File: config.mk
export PLATFORM = sky130hd
export DESIGN_NAME = multi_timer_expiry_queue
export DESIGN_NICKNAME = d
export VERILOG_FILES = /design/src/sv/tmq_pkg.sv /design/src/sv/tmq_ram.sv /design/src/sv/multi_timer_expiry_queue.sv
export SDC_FILE = /design/constraint.sdc
export NUM_CORES = 2
export LEC_CHECK = 0
export BUFFER_PORTS_ARGS = -buffer_cell sky130_fd_sc_hd__clkbuf_2
export CORE_UTILIZATION = 45
export CTS_CLUSTER_DIAMETER = 200
export DETAILED_ROUTE_END_ITERATION = 12
export PLACE_DENSITY = 0.71
export SKIP_CTS_REPAIR_TIMING = 1
export SLEW_MARGIN = 10
export SYNTH_ARGS = -nofsm -noshare
export SYNTH_HDL_FRONTEND = slang
export SYNTH_SLANG_ARGS = --single-unit
File: constraint.sdc
create_clock -name clk -period 5.25 [get_ports clk]
set_input_delay 1.05 -clock clk [delete_from_list [all_inputs] [get_ports clk]]
set_output_delay 1.05 -clock clk [all_outputs]
set_load 0.05 [all_outputs]
File: src/sv/tmq_pkg.sv
// ----------------------------------------------------------------------------
// tmq_pkg
// Shared types and codes of the multi-timer expiry queue.
// ----------------------------------------------------------------------------
package tmq_pkg;

    localparam int FUNC_W    = 3;
    localparam int KIND_W    = 2;
    localparam int SLOT_ID_W = 5;
    localparam int TAG_W     = 8;
    localparam int TIME_W    = 32;
    localparam int MAX_OUT   = 32;

    localparam logic [FUNC_W-1:0] FN_TICK   = 3'd0;
    localparam logic [FUNC_W-1:0] FN_ALLOC  = 3'd1;
    localparam logic [FUNC_W-1:0] FN_FREE   = 3'd2;
    localparam logic [FUNC_W-1:0] FN_SETTAG = 3'd3;
    localparam logic [FUNC_W-1:0] FN_START  = 3'd4;

    localparam logic [KIND_W-1:0] KD_GRANT   = 2'd0;
    localparam logic [KIND_W-1:0] KD_NONE    = 2'd1;
    localparam logic [KIND_W-1:0] KD_EXPIRED = 2'd2;

    typedef enum logic [1:0] {
        SLOT_FREE  = 2'd0,
        SLOT_ALLOC = 2'd1,
        SLOT_RUN   = 2'd2
    } slot_st_t;

endpackage

File: src/sv/tmq_ram.sv
// ----------------------------------------------------------------------------
// tmq_ram
// Simple dual-port synchronous RAM, one write and one registered read port.
// ----------------------------------------------------------------------------
module tmq_ram #(
    parameter int W = 8,
    parameter int D = 32
) (
    input  logic                 clk,
    input  logic                 we,
    input  logic [$clog2(D)-1:0] waddr,
    input  logic [W-1:0]         wdata,
    input  logic                 re,
    input  logic [$clog2(D)-1:0] raddr,
    output logic [W-1:0]         rdata
);

    logic [W-1:0] mem [D];

    always_ff @(posedge clk)
    begin
        if (we)
        begin
            mem[waddr] <= wdata;
        end
    end

    // Read data holds while no read is issued.
    always_ff @(posedge clk)
    begin
        if (re)
        begin
            rdata <= mem[raddr];
        end
    end

endmodule

File: src/sv/multi_timer_expiry_queue.sv
// ----------------------------------------------------------------------------
// multi_timer_expiry_queue
// Pool of timer slots with a deadline-sorted list of running timers.
// ----------------------------------------------------------------------------
// Commands enter on func/timer_index/timeout/tag under cmd_valid/cmd_stall;
// results leave on kind/slot_id/expiry_tag/last under res_valid/res_stall.
// One command is worked on at a time; cmd_stall is high while it runs.
// The running list sits in a ring-addressed order RAM; deadlines sit in a RAM
// indexed by slot. Tags and slot status are registers. Every list step is a
// registered RAM read. Set tag, ignored commands, free of a slot that is not
// running and tick on an empty list complete in idle. A tick reads the due
// timers in list order and stops at the first one not due, at the list end
// or after MAX_OUT expiries; start scans the list, then shifts entries up;
// free of a running slot scans the list, then shifts entries down. Head
// removal after a tick only moves the ring head; no entries are moved.
// Results go through one output register; while it is full and res_stall is
// high the block holds its next result and waits. After reset the tick
// count is zero, all slots are free with tag zero and the list is empty;
// no clearing pass runs.
// ----------------------------------------------------------------------------
module multi_timer_expiry_queue
    import tmq_pkg::*;
#(
    parameter int SLOTS = 32
) (
    input  logic                 clk,
    input  logic                 rst_n,
    input  logic                 cmd_valid,
    output logic                 cmd_stall,
    input  logic [FUNC_W-1:0]    func,
    input  logic [SLOT_ID_W-1:0] timer_index,
    input  logic [TIME_W-1:0]    timeout,
    input  logic [TAG_W-1:0]     tag,
    output logic                 res_valid,
    input  logic                 res_stall,
    output logic [KIND_W-1:0]    kind,
    output logic [SLOT_ID_W-1:0] slot_id,
    output logic [TAG_W-1:0]     expiry_tag,
    output logic                 last
);

    localparam int IW      = $clog2(SLOTS);
    localparam int CW      = $clog2(SLOTS + 1);
    localparam int MAX_HIT = (SLOTS < MAX_OUT) ? SLOTS : MAX_OUT;

    typedef enum logic [8:0] {
        S_IDLE     = 9'b000000001,
        S_SCAN_ORD = 9'b000000010,
        S_SCAN_DL  = 9'b000000100,
        S_FLUSH    = 9'b000001000,
        S_SH_RD    = 9'b000010000,
        S_SH_WR    = 9'b000100000,
        S_FIND     = 9'b001000000,
        S_DN_RD    = 9'b010000000,
        S_DN_WR    = 9'b100000000
    } fsm_t;

    fsm_t state_reg, state_next;
    logic [TIME_W-1:0]  tick_reg, tick_next;
    logic [CW-1:0]      count_reg, count_next;
    logic [IW-1:0]      head_reg, head_next;
    logic [CW-1:0]      pos_reg, pos_next;
    logic [CW-1:0]      q_reg, q_next;
    logic [IW-1:0]      cur_reg, cur_next;
    logic [IW-1:0]      idx_reg, idx_next;
    logic [TIME_W-1:0]  new_dl_reg, new_dl_next;
    logic               mode_tick_reg, mode_tick_next;
    logic               hold_valid_reg, hold_valid_next;
    logic [KIND_W-1:0]  hold_kind_reg, hold_kind_next;
    logic [IW-1:0]      hold_slot_reg, hold_slot_next;
    logic [TAG_W-1:0]   hold_tag_reg, hold_tag_next;
    logic               out_valid_reg, out_valid_next;
    logic [KIND_W-1:0]  out_kind_reg, out_kind_next;
    logic [SLOT_ID_W-1:0] out_slot_reg, out_slot_next;
    logic [TAG_W-1:0]   out_tag_reg, out_tag_next;
    logic               out_last_reg, out_last_next;
    slot_st_t           status_reg [SLOTS];
    slot_st_t           status_next [SLOTS];
    logic [TAG_W-1:0]   slot_tag_reg [SLOTS];
    logic [TAG_W-1:0]   slot_tag_next [SLOTS];

    logic               ord_we, ord_re;
    logic [IW-1:0]      ord_waddr, ord_raddr, ord_wdata, ord_rdata;
    logic               dl_we, dl_re;
    logic [IW-1:0]      dl_waddr, dl_raddr;
    logic [TIME_W-1:0]  dl_wdata, dl_rdata;

    logic               free_found;
    logic [IW-1:0]      free_idx;
    logic               out_free;
    logic               in_range;
    logic [IW-1:0]      idx_in;
    logic [CW-1:0]      pos_inc;
    logic [TAG_W-1:0]   cur_tag;
    logic [TIME_W-1:0]  start_dl;

    // Logical list position to ring address.
    function automatic logic [IW-1:0] phys(input logic [IW-1:0] h, input logic [CW-1:0] p);
        logic [CW:0] s;
        s = (CW+1)'(h) + (CW+1)'(p);
        if (s >= (CW+1)'(SLOTS))
        begin
            s = s - (CW+1)'(SLOTS);
        end
        return s[IW-1:0];
    endfunction

    tmq_ram #(.W(IW), .D(SLOTS)) u_order (
        .clk(clk), .we(ord_we), .waddr(ord_waddr), .wdata(ord_wdata),
        .re(ord_re), .raddr(ord_raddr), .rdata(ord_rdata)
    );

    tmq_ram #(.W(TIME_W), .D(SLOTS)) u_deadline (
        .clk(clk), .we(dl_we), .waddr(dl_waddr), .wdata(dl_wdata),
        .re(dl_re), .raddr(dl_raddr), .rdata(dl_rdata)
    );

    always_comb
    begin
        free_found = 1'b0;
        free_idx   = '0;
        for (int i = SLOTS - 1; i >= 0; i--)
        begin
            if (status_reg[i] == SLOT_FREE)
            begin
                free_found = 1'b1;
                free_idx   = IW'(i);
            end
        end
    end

    assign out_free  = !out_valid_reg || !res_stall;
    assign in_range  = (32'(timer_index) < 32'(SLOTS));
    assign idx_in    = IW'(timer_index);
    assign pos_inc   = pos_reg + CW'(1);
    assign cur_tag   = slot_tag_reg[cur_reg];
    assign start_dl  = tick_reg + timeout;
    assign cmd_stall = (state_reg != S_IDLE);

    always_comb
    begin
        state_next      = state_reg;
        tick_next       = tick_reg;
        count_next      = count_reg;
        head_next       = head_reg;
        pos_next        = pos_reg;
        q_next          = q_reg;
        cur_next        = cur_reg;
        idx_next        = idx_reg;
        new_dl_next     = new_dl_reg;
        mode_tick_next  = mode_tick_reg;
        hold_valid_next = hold_valid_reg;
        hold_kind_next  = hold_kind_reg;
        hold_slot_next  = hold_slot_reg;
        hold_tag_next   = hold_tag_reg;
        status_next     = status_reg;
        slot_tag_next   = slot_tag_reg;
        out_valid_next  = out_valid_reg && res_stall;
        out_kind_next   = out_kind_reg;
        out_slot_next   = out_slot_reg;
        out_tag_next    = out_tag_reg;
        out_last_next   = out_last_reg;
        ord_we = 1'b0; ord_waddr = '0; ord_wdata = '0;
        ord_re = 1'b0; ord_raddr = '0;
        dl_we  = 1'b0; dl_waddr  = '0; dl_wdata  = '0;
        dl_re  = 1'b0; dl_raddr  = '0;

        case (state_reg)
            S_IDLE:
            begin
                if (cmd_valid)
                begin
                    case (func)
                        FN_TICK:
                        begin
                            tick_next      = tick_reg + 32'd1;
                            mode_tick_next = 1'b1;
                            pos_next       = '0;
                            if (count_reg != '0)
                            begin
                                ord_re     = 1'b1;
                                ord_raddr  = head_reg;
                                state_next = S_SCAN_ORD;
                            end
                        end
                        FN_ALLOC:
                        begin
                            hold_valid_next = 1'b1;
                            hold_tag_next   = '0;
                            pos_next        = '0;
                            if (free_found)
                            begin
                                status_next[free_idx] = SLOT_ALLOC;
                                hold_kind_next        = KD_GRANT;
                                hold_slot_next        = free_idx;
                            end
                            else
                            begin
                                hold_kind_next = KD_NONE;
                                hold_slot_next = '0;
                            end
                            state_next = S_FLUSH;
                        end
                        FN_FREE:
                        begin
                            if (in_range)
                            begin
                                if (status_reg[idx_in] == SLOT_RUN)
                                begin
                                    idx_next   = idx_in;
                                    pos_next   = '0;
                                    ord_re     = 1'b1;
                                    ord_raddr  = head_reg;
                                    state_next = S_FIND;
                                end
                                status_next[idx_in] = SLOT_FREE;
                            end
                        end
                        FN_SETTAG:
                        begin
                            if (in_range)
                            begin
                                slot_tag_next[idx_in] = tag;
                            end
                        end
                        FN_START:
                        begin
                            if (in_range && status_reg[idx_in] == SLOT_ALLOC)
                            begin
                                dl_we               = 1'b1;
                                dl_waddr            = idx_in;
                                dl_wdata            = start_dl;
                                new_dl_next         = start_dl;
                                idx_next            = idx_in;
                                status_next[idx_in] = SLOT_RUN;
                                mode_tick_next      = 1'b0;
                                pos_next            = '0;
                                if (count_reg == '0)
                                begin
                                    q_next     = '0;
                                    state_next = S_SH_RD;
                                end
                                else
                                begin
                                    ord_re     = 1'b1;
                                    ord_raddr  = head_reg;
                                    state_next = S_SCAN_ORD;
                                end
                            end
                        end
                        default:
                        begin
                        end
                    endcase
                end
            end
            S_SCAN_ORD:
            begin
                cur_next   = ord_rdata;
                dl_re      = 1'b1;
                dl_raddr   = ord_rdata;
                state_next = S_SCAN_DL;
            end
            S_SCAN_DL:
            begin
                if (mode_tick_reg)
                begin
                    if (dl_rdata > tick_reg)
                    begin
                        state_next = S_FLUSH;
                    end
                    else if (!hold_valid_reg || out_free)
                    begin
                        // The previous expiry is known not to be the final one.
                        if (hold_valid_reg)
                        begin
                            out_valid_next = 1'b1;
                            out_kind_next  = hold_kind_reg;
                            out_slot_next  = SLOT_ID_W'(hold_slot_reg);
                            out_tag_next   = hold_tag_reg;
                            out_last_next  = 1'b0;
                        end
                        hold_valid_next      = 1'b1;
                        hold_kind_next       = KD_EXPIRED;
                        hold_slot_next       = cur_reg;
                        hold_tag_next        = cur_tag;
                        status_next[cur_reg] = SLOT_ALLOC;
                        pos_next             = pos_inc;
                        if (pos_inc < count_reg && pos_inc < CW'(MAX_HIT))
                        begin
                            ord_re     = 1'b1;
                            ord_raddr  = phys(head_reg, pos_inc);
                            state_next = S_SCAN_ORD;
                        end
                        else
                        begin
                            state_next = S_FLUSH;
                        end
                    end
                end
                else
                begin
                    if (new_dl_reg > dl_rdata)
                    begin
                        pos_next = pos_inc;
                        if (pos_inc < count_reg)
                        begin
                            ord_re     = 1'b1;
                            ord_raddr  = phys(head_reg, pos_inc);
                            state_next = S_SCAN_ORD;
                        end
                        else
                        begin
                            q_next     = count_reg;
                            state_next = S_SH_RD;
                        end
                    end
                    else
                    begin
                        q_next     = count_reg;
                        state_next = S_SH_RD;
                    end
                end
            end
            S_FLUSH:
            begin
                if (!hold_valid_reg)
                begin
                    state_next = S_IDLE;
                end
                else if (out_free)
                begin
                    out_valid_next  = 1'b1;
                    out_kind_next   = hold_kind_reg;
                    out_slot_next   = SLOT_ID_W'(hold_slot_reg);
                    out_tag_next    = hold_tag_reg;
                    out_last_next   = 1'b1;
                    hold_valid_next = 1'b0;
                    head_next       = phys(head_reg, pos_reg);
                    count_next      = count_reg - pos_reg;
                    state_next      = S_IDLE;
                end
            end
            S_SH_RD:
            begin
                if (q_reg > pos_reg)
                begin
                    ord_re     = 1'b1;
                    ord_raddr  = phys(head_reg, q_reg - CW'(1));
                    state_next = S_SH_WR;
                end
                else
                begin
                    ord_we     = 1'b1;
                    ord_waddr  = phys(head_reg, pos_reg);
                    ord_wdata  = idx_reg;
                    count_next = count_reg + CW'(1);
                    state_next = S_IDLE;
                end
            end
            S_SH_WR:
            begin
                ord_we     = 1'b1;
                ord_waddr  = phys(head_reg, q_reg);
                ord_wdata  = ord_rdata;
                q_next     = q_reg - CW'(1);
                state_next = S_SH_RD;
            end
            S_FIND:
            begin
                if (ord_rdata == idx_reg)
                begin
                    q_next     = pos_reg;
                    state_next = S_DN_RD;
                end
                else
                begin
                    pos_next  = pos_inc;
                    ord_re    = 1'b1;
                    ord_raddr = phys(head_reg, pos_inc);
                end
            end
            S_DN_RD:
            begin
                if (q_reg + CW'(1) < count_reg)
                begin
                    ord_re     = 1'b1;
                    ord_raddr  = phys(head_reg, q_reg + CW'(1));
                    state_next = S_DN_WR;
                end
                else
                begin
                    count_next = count_reg - CW'(1);
                    state_next = S_IDLE;
                end
            end
            S_DN_WR:
            begin
                ord_we     = 1'b1;
                ord_waddr  = phys(head_reg, q_reg);
                ord_wdata  = ord_rdata;
                q_next     = q_reg + CW'(1);
                state_next = S_DN_RD;
            end
            default:
            begin
                state_next = S_IDLE;
            end
        endcase
    end

    always_ff @(posedge clk or negedge rst_n)
    begin
        if (!rst_n)
        begin
            state_reg      <= S_IDLE;
            tick_reg       <= '0;
            count_reg      <= '0;
            head_reg       <= '0;
            hold_valid_reg <= 1'b0;
            out_valid_reg  <= 1'b0;
            for (int i = 0; i < SLOTS; i++)
            begin
                status_reg[i]   <= SLOT_FREE;
                slot_tag_reg[i] <= '0;
            end
        end
        else
        begin
            state_reg      <= state_next;
            tick_reg       <= tick_next;
            count_reg      <= count_next;
            head_reg       <= head_next;
            hold_valid_reg <= hold_valid_next;
            out_valid_reg  <= out_valid_next;
            status_reg     <= status_next;
            slot_tag_reg   <= slot_tag_next;
        end
    end

    always_ff @(posedge clk)
    begin
        pos_reg       <= pos_next;
        q_reg         <= q_next;
        cur_reg       <= cur_next;
        idx_reg       <= idx_next;
        new_dl_reg    <= new_dl_next;
        mode_tick_reg <= mode_tick_next;
        hold_kind_reg <= hold_kind_next;
        hold_slot_reg <= hold_slot_next;
        hold_tag_reg  <= hold_tag_next;
        out_kind_reg  <= out_kind_next;
        out_slot_reg  <= out_slot_next;
        out_tag_reg   <= out_tag_next;
        out_last_reg  <= out_last_next;
    end

    assign res_valid  = out_valid_reg;
    assign kind       = out_kind_reg;
    assign slot_id    = out_slot_reg;
    assign expiry_tag = out_tag_reg;
    assign last       = out_last_reg;

    a_count_bound: assert property (@(posedge clk) disable iff (!rst_n)
        count_reg <= CW'(SLOTS))
        else $error("running count exceeds slot count");

    a_idle_no_hold: assert property (@(posedge clk) disable iff (!rst_n)
        state_reg == S_IDLE |-> !hold_valid_reg)
        else $error("held result left behind in idle");

    a_tick_step: assert property (@(posedge clk) disable iff (!rst_n)
        (cmd_valid && !cmd_stall && func == FN_TICK) |=> tick_reg == $past(tick_reg) + 32'd1)
        else $error("tick count did not advance by one");

endmodule

Yosys cells after proc, flatten, opt, wreduce, memory -nomap -nowiden
Memory sizes are Yosys's and may differ from the RTL's. A register that Yosys moved wholly into a read port is not among the register bits.
Cells that the tools add are included.
{ "classes": {"add_sub_neg": 18, "order_cmp": 17, "eq_ne": 48, "mux": 258, "bitwise_logic": 14, "reduce_logical": 69} }
{ "ops": {"columns": ["op", "n"], "rows": [
  ["$mux 64", 6],
  ["$mux 5", 74],
  ["$bwmux 256", 1],
  ["$pmux 64 s3", 1],
  ["$mux 32", 4],
  ["$pmux 64 s2", 1],
  ["$mux 6", 21],
  ["$mux 8", 14],
  ["$mux 9", 12],
  ["$and 32x32->32", 3],
  ["$not 32->32", 3],
  ["$or 32x32->32", 3],
  ["$pmux 9 s9", 1],
  ["$mux 1", 77],
  ["$and 64x64->64", 1],
  ["$gt 32x32->1", 2],
  ["$logic_not 2->1", 32],
  ["$not 64->64", 1],
  ["$pmux 6 s3", 3],
  ["$pmux 5 s2", 5],
  ["$bmux 8 s5", 1],
  ["$demux 8 s5", 1],
  ["$pmux 9 s4", 1],
  ["$add 5x6->7", 5],
  ["65 further kinds", 151]
]} }
{ "totals": {"register_bits": 460, "mem_bits_rw": 1184, "in_bits": 52, "out_inout_bits": 18, "wordCells": 509, "memories": 2} }
{ "memory_table": {"columns": ["memory", "words", "word_bits", "rd", "rd_ports_with_merged_regs", "write_ports", "line_no", "text"], "rows": [
  ["u_deadline.mem", 32, 32, 1, 1, 1, "tmq_ram.sv:18", "logic [W-1:0] mem [D];"],
  ["u_order.mem", 32, 5, 1, 1, 1, "tmq_ram.sv:18", null]
]} }

Depth between registers and ports, before layout
{ "logic_depth": {"word_depth": 44, "ltp_mapped": 17, "ltp_nobuf": 15} }

Hierarchy
A second synthesis with hierarchy kept.
{ "unflattened": {"cells_unflattened": 4992, "area_unflattened_um2": 74316.3} }
{ "modules_own_cells": {"columns": ["mod", "n_inst", "cells_each", "area_each_um2"], "rows": [
  ["tmq_ram at u_deadline", 1, 2260, 40805.4],
  ["multi_timer_expiry_queue", 1, 2455, 27116.0],
  ["tmq_ram at u_order", 1, 277, 6394.9]
]} }

Least setup slack after synthesis
No wires, ideal clock.
{ "synth_timing": {"path_kind": "input to register", "start": "input port timeout[3]", "end": "memory u_deadline.mem[0][31] (netlist name) (data pin)", "t_arrival_ns": 4.983, "required_ns": 4.710, "path_slack_ns": -0.272, "cell_stages": 13, "n_path_buf": 0, "path_cell_list": "ha_1 > a21o_1 > a21oi_1 > nand2_1 > a31oi_1 > o21ai_0 > o21ai_0 > a211oi_1 > nor3_1 > o41a_1 > nor2b_1 > and3_1 > nor4_1"} }
{ "synth_between": {"elab_chain_cells": 5} }
{ "synth_rtl": {"columns": ["item", "line_no", "text"], "rows": [
  ["from (decl)", "multi_timer_expiry_queue.sv:32", "input logic [TIME_W-1:0] timeout,"],
  ["$add 32x32->32", "multi_timer_expiry_queue.sv:137", "assign start_dl = tick_reg + timeout;"],
  ["$mux 32", "multi_timer_expiry_queue.sv:228", "if (in_range && status_reg[idx_in] == SLOT_ALLOC)"],
  ["$mux 32", "multi_timer_expiry_queue.sv:173", "case (func)"],
  ["$mux 32", "multi_timer_expiry_queue.sv:171", "if (cmd_valid)"],
  ["$mux 32", "multi_timer_expiry_queue.sv:168", "case (state_reg)"],
  ["via dl_wdata[31]", "multi_timer_expiry_queue.sv:86", "logic [TIME_W-1:0] dl_wdata, dl_rdata;"],
  ["to (decl)", "tmq_ram.sv:18", null]
]} }
The timed path passes the listed nets, and every way through them passes these cells.

Final worst setup path
{ "layout_timing": {"start": "register u_deadline.rdata[9], read port of u_deadline.mem", "end": "register u_order.rdata[4], read port of u_order.mem (data pin)"} }
{ "layout_between": {"elab_chain_cells": 4, "elab_cells_between_ends": 10, "classes_between": "2 x order compare; 8 x mux"} }
{ "layout_rtl": {"columns": ["item", "line_no", "text"], "rows": [
  ["from (decl)", "tmq_ram.sv:15", "output logic [W-1:0] rdata"],
  ["$gt 32x32->1, on equally long branches", "multi_timer_expiry_queue.sv:303, multi_timer_expiry_queue.sv:268", null],
  ["$mux 5, or another cell as far along", "multi_timer_expiry_queue.sv:303", "if (new_dl_reg > dl_rdata)"],
  ["$mux 5 / $mux 1 (equally long branches)", "multi_timer_expiry_queue.sv:266", "if (mode_tick_reg)"],
  ["$pmux 5 s5 / $pmux 1 s5 (equally long branches)", "multi_timer_expiry_queue.sv:168", null],
  ["to (decl)", "tmq_ram.sv:15", null]
]} }
Several ways; a longest one is shown, not always the timed one.
A chain may end at the register's enable or synchronous reset.

==> results.json <==
{
  "firstDrtPassIters": 10,
  "vias_per_cell": 6.04,
  "syn_nets": 5420,
  "synth-edff-count": 1307,
  "cts.clk_slew.worst_paths_ns": 0.06,
  "power_mw": 31.8,
  "num_rows": 149,
  "fmax_mhz": 200,
  "violations": "design-rule violations",
  "overflow": 0,
  "setup-tns-final_ns": 0,
  "async_flop_share_pct": 22.2,
  "synth_xor_xnor_area_share_pct": 1.20,
  "synth-compound-area-share_pct": 7.88,
  "cap_viol_max_count": 0,
  "crit_fanout": 53,
  "post-route-min-period_ns": 5.00,
  "cts_sinks": 1681,
  "antenna_left": 0,
  "hold_path_class": "input port to async pin",
  "drt_drc_violations_left": 8,
  "utilization_pct": 51.4,
  "ys_seq_elements": 1681,
  "core_um2": 165000,
  "htree_levels": 4,
  "crit_path_start_kind": "register",
  "cts_tree": "built",
  "postLayoutCellArea_um2": 84800,
  "dp.cells": 7389,
  "initial_core_util_pct": 45.3,
  "drive_gt1_share_pct": 20.6,
  "cts_buffers": 171,
  "place_area_um2": 79100,
  "die_w_um": 409,
  "tightest_slew_ns": 1.35,
  "setup_viol": 0,
  "synth_ff_type": "edfxtp_1",
  "final_nets": 5571,
  "cts-root-buf": "clkbuf_16",
  "dp.final_hpwl_mm": 122,
  "largest_register_ff_count": 1024,
  "skew_ns": 0.0908,
  "startpoint": "u_deadline.rdata[9]",
  "synth_fa_ha_area_share_pct": 2.52,
  "fin_cells": 7704,
  "muxShareOfSynthArea_pct": 13.8,
  "avgSynthCellArea_um2": 14.3,
  "ys_types": 89,
  "worstSetupPathType": "register to register",
  "io_pins": 70,
  "cellLeakagePower_nw": 29.0,
  "crit_required_ns": 5.80,
  "ys_warn_count": 0,
  "yosysSeqAreaShare_pct": 65.1,
  "cts_buffer_depth": 3,
  "r2r_start": "u_deadline.rdata[9]",
  "synth_top_family_by_area": "multiplexers",
  "grt_usage_pct": 23.9,
  "relSlewSlack_pct": 9.05,
  "max_stage_delay_ns": 0.63,
  "grt_max_degree": 227,
  "clkLatencyLatePin_ns": 0.82,
  "n_fill_cell": 13400,
  "wl_per_cell_um": 26.1,
  "area_growth_syn_to_layout_pct": 13.5,
  "die_area_um2": 168000,
  "synth-simple-area-share_pct": 7.49,
  "synthCells": 5222,
  "fp.dieH_um": 409,
  "rsz0062_at_grt": "no",
  "syn-cell-area_um2": 74700,
  "worst_ir_drop_vdd_uv": 316,
  "cp.arrival_ns": 5.56,
  "crit_path_frequent_cell": "buf_4",
  "routed_wl_mm": 201,
  "grt_pass1_wl_mm": 299,
  "final_max_slew_viol_count": 0,
  "portBuffers": 69,
  "outcome": "complete, but fails checks",
  "p_per_area_nw_per_um2": 375,
  "antenna_found_initial": 2,
  "place_congestion": 0.954,
  "finalCritPeriodShare_pct": 95.3,
  "drtIter0Drc": 5395,
  "hold_violations": 0,
  "crit_slowest_cell": "a2111oi_1",
  "grt_pass1_vias": 45800,
  "endpoint_kind": "register",
  "vias": 46600,
  "worstPathCellList": "inv_1 > ha_1 > nand4_1 > nor4_1 > buf_4 > o21ai_0 > o2111ai_1 > a2111oi_1 > buf_4 > a311o_1 > o211ai_1 > a221oi_4 > buf_12 > a31oi_1 > a2111oi_0 > nor4b_1"
}
cells in the final DEF, fill, tap and decap left out, types with 23 or more instances in the layout:
cell type	n
clkbuf_16	173
nor2_4	32
a31oi_1	29
clkbuf_2	68
o22ai_1	64
nand3_1	58
nand2_1	446
clkbuf_1	26
mux2_2	293
a22oi_1	23
a21oi_1	116
clkinv_1	38
clkinv_2	27
and3_1	39
inv_1	113
mux4_2	256
nor2_1	450
nor3_1	52
xor2_1	25
mux2i_1	124
buf_12	53
nand4_1	26
dfrtp_1	373
buf_4	136
and2_1	30
ha_1	139
xnor2_1	77
a21o_1	40
o211ai_1	140
edfxtp_1	1307
o21ai_0	409
critical path, delay by kind of cell (launching register included):
kind	cells	cell delay [ns]
AOI/OAI and AO/OA	8	2.76
buffers and inverters	4	0.85
and+or+nand+nor	3	0.33
DFF	1	0.48
adders and majority gates	1	0.24
area by class of cell:
class	instances	area, um2	share of cell area (%)
Sequential cell	1681	48600	57.3
Multi-Input combinational cell	3145	24900	29.4
Clock buffer	209	4560	5.38
Tap cell	2189	2740	3.23
Timing Repair Buffer	258	2440	2.87
Clock inverter	105	1130	1.33
Inverter	116	437	0.515
Antenna cell	1	2.50	0.00295
power by group:
| group | total [mW] | switching, mW | internal [mW] |
|---|---|---|---|
| Clock | 12.2 | 5.32 | 6.90 |
| Combinational | 4.53 | 2.85 | 1.68 |
| Sequential | 15.0 | 0.408 | 14.6 |
| Total | 31.8 | 8.58 | 23.2 |
cell families after synthesis:
logic type                 Yosys count
and+or+nand+nor                   1270
AOI/OAI and AO/OA                  953
DFF                               1681
buffers and inverters              396
xor gates and xnor gates           102
muxes                              674
adders and majority gates          146
cells in the mapped netlist (23+ instances only):
library cell  count  share of area (%)
nor3_1           52               0.35
inv_1           114               0.57
ha_1            139                2.3
o211ai_1        140                1.4
and3_1           39               0.33
mux2i_1         124                1.7
mux4_2          256                7.7
nand2_1         452                2.3
dfrtp_1         373                 12
o22ai_1          64               0.54
a21o_1           40               0.40
nand3_1          59               0.40
nand4_1          26               0.22
nor2b_1          26               0.22
xnor2_1          77               0.90
nor2_1          483                2.4
clkbuf_1        220                1.1
edfxtp_1       1307                 53
mux2_2          293                4.4
buf_1            41               0.21
o21ai_0         409                2.7
a22oi_1          23               0.23
a21oi_1         118               0.79
and2_1           30               0.25
xor2_1           25               0.29
a31oi_1          29               0.24
layer usage:
| layer | share of wire (%) | up-vias | track usage (%) |
|---|---|---|---|
| met1 | 40 | 23700 | 33.1 |
| li1 | - | 20200 | - |
| met4 | 3.7 | 0 | 8.97 |
| met5 | 0 | - | 0 |
| met3 | 8.3 | 395 | 3.76 |
| met2 | 48 | 2222 | 38.1 |
worst paths after layout:
kind / slack [ns] / end / cells after the start
max reg2reg: 0.25 / u_order.rdata[4] / 16
min in group clk: 0.42 / slot_id[1] / 0
max: 0.25 / u_order.rdata[4] / 16
min: 0.40 / slot_tag_reg[91] / 1
min reg2reg: 0.42 / slot_id[1] / 0
max in group asynchronous: 3.76 / status_reg[52] / 2
stage by stage:
| step | setup slack, ns | hold slack [ns] |
|---|---|---|
| 3_5_place_dp | 0.201 | 0.405 |
| 2_1_floorplan | 0.454 | 0.400 |
| 3_3_place_gp | 0.218 | 0.401 |
| 4_1_cts | 0.290 | 0.381 |
| 6_report | 0.247 | 0.397 |
| 5_1_grt | 0.0553 | 0.419 |
Note: power is estimated with default switching activity, not from simulation.
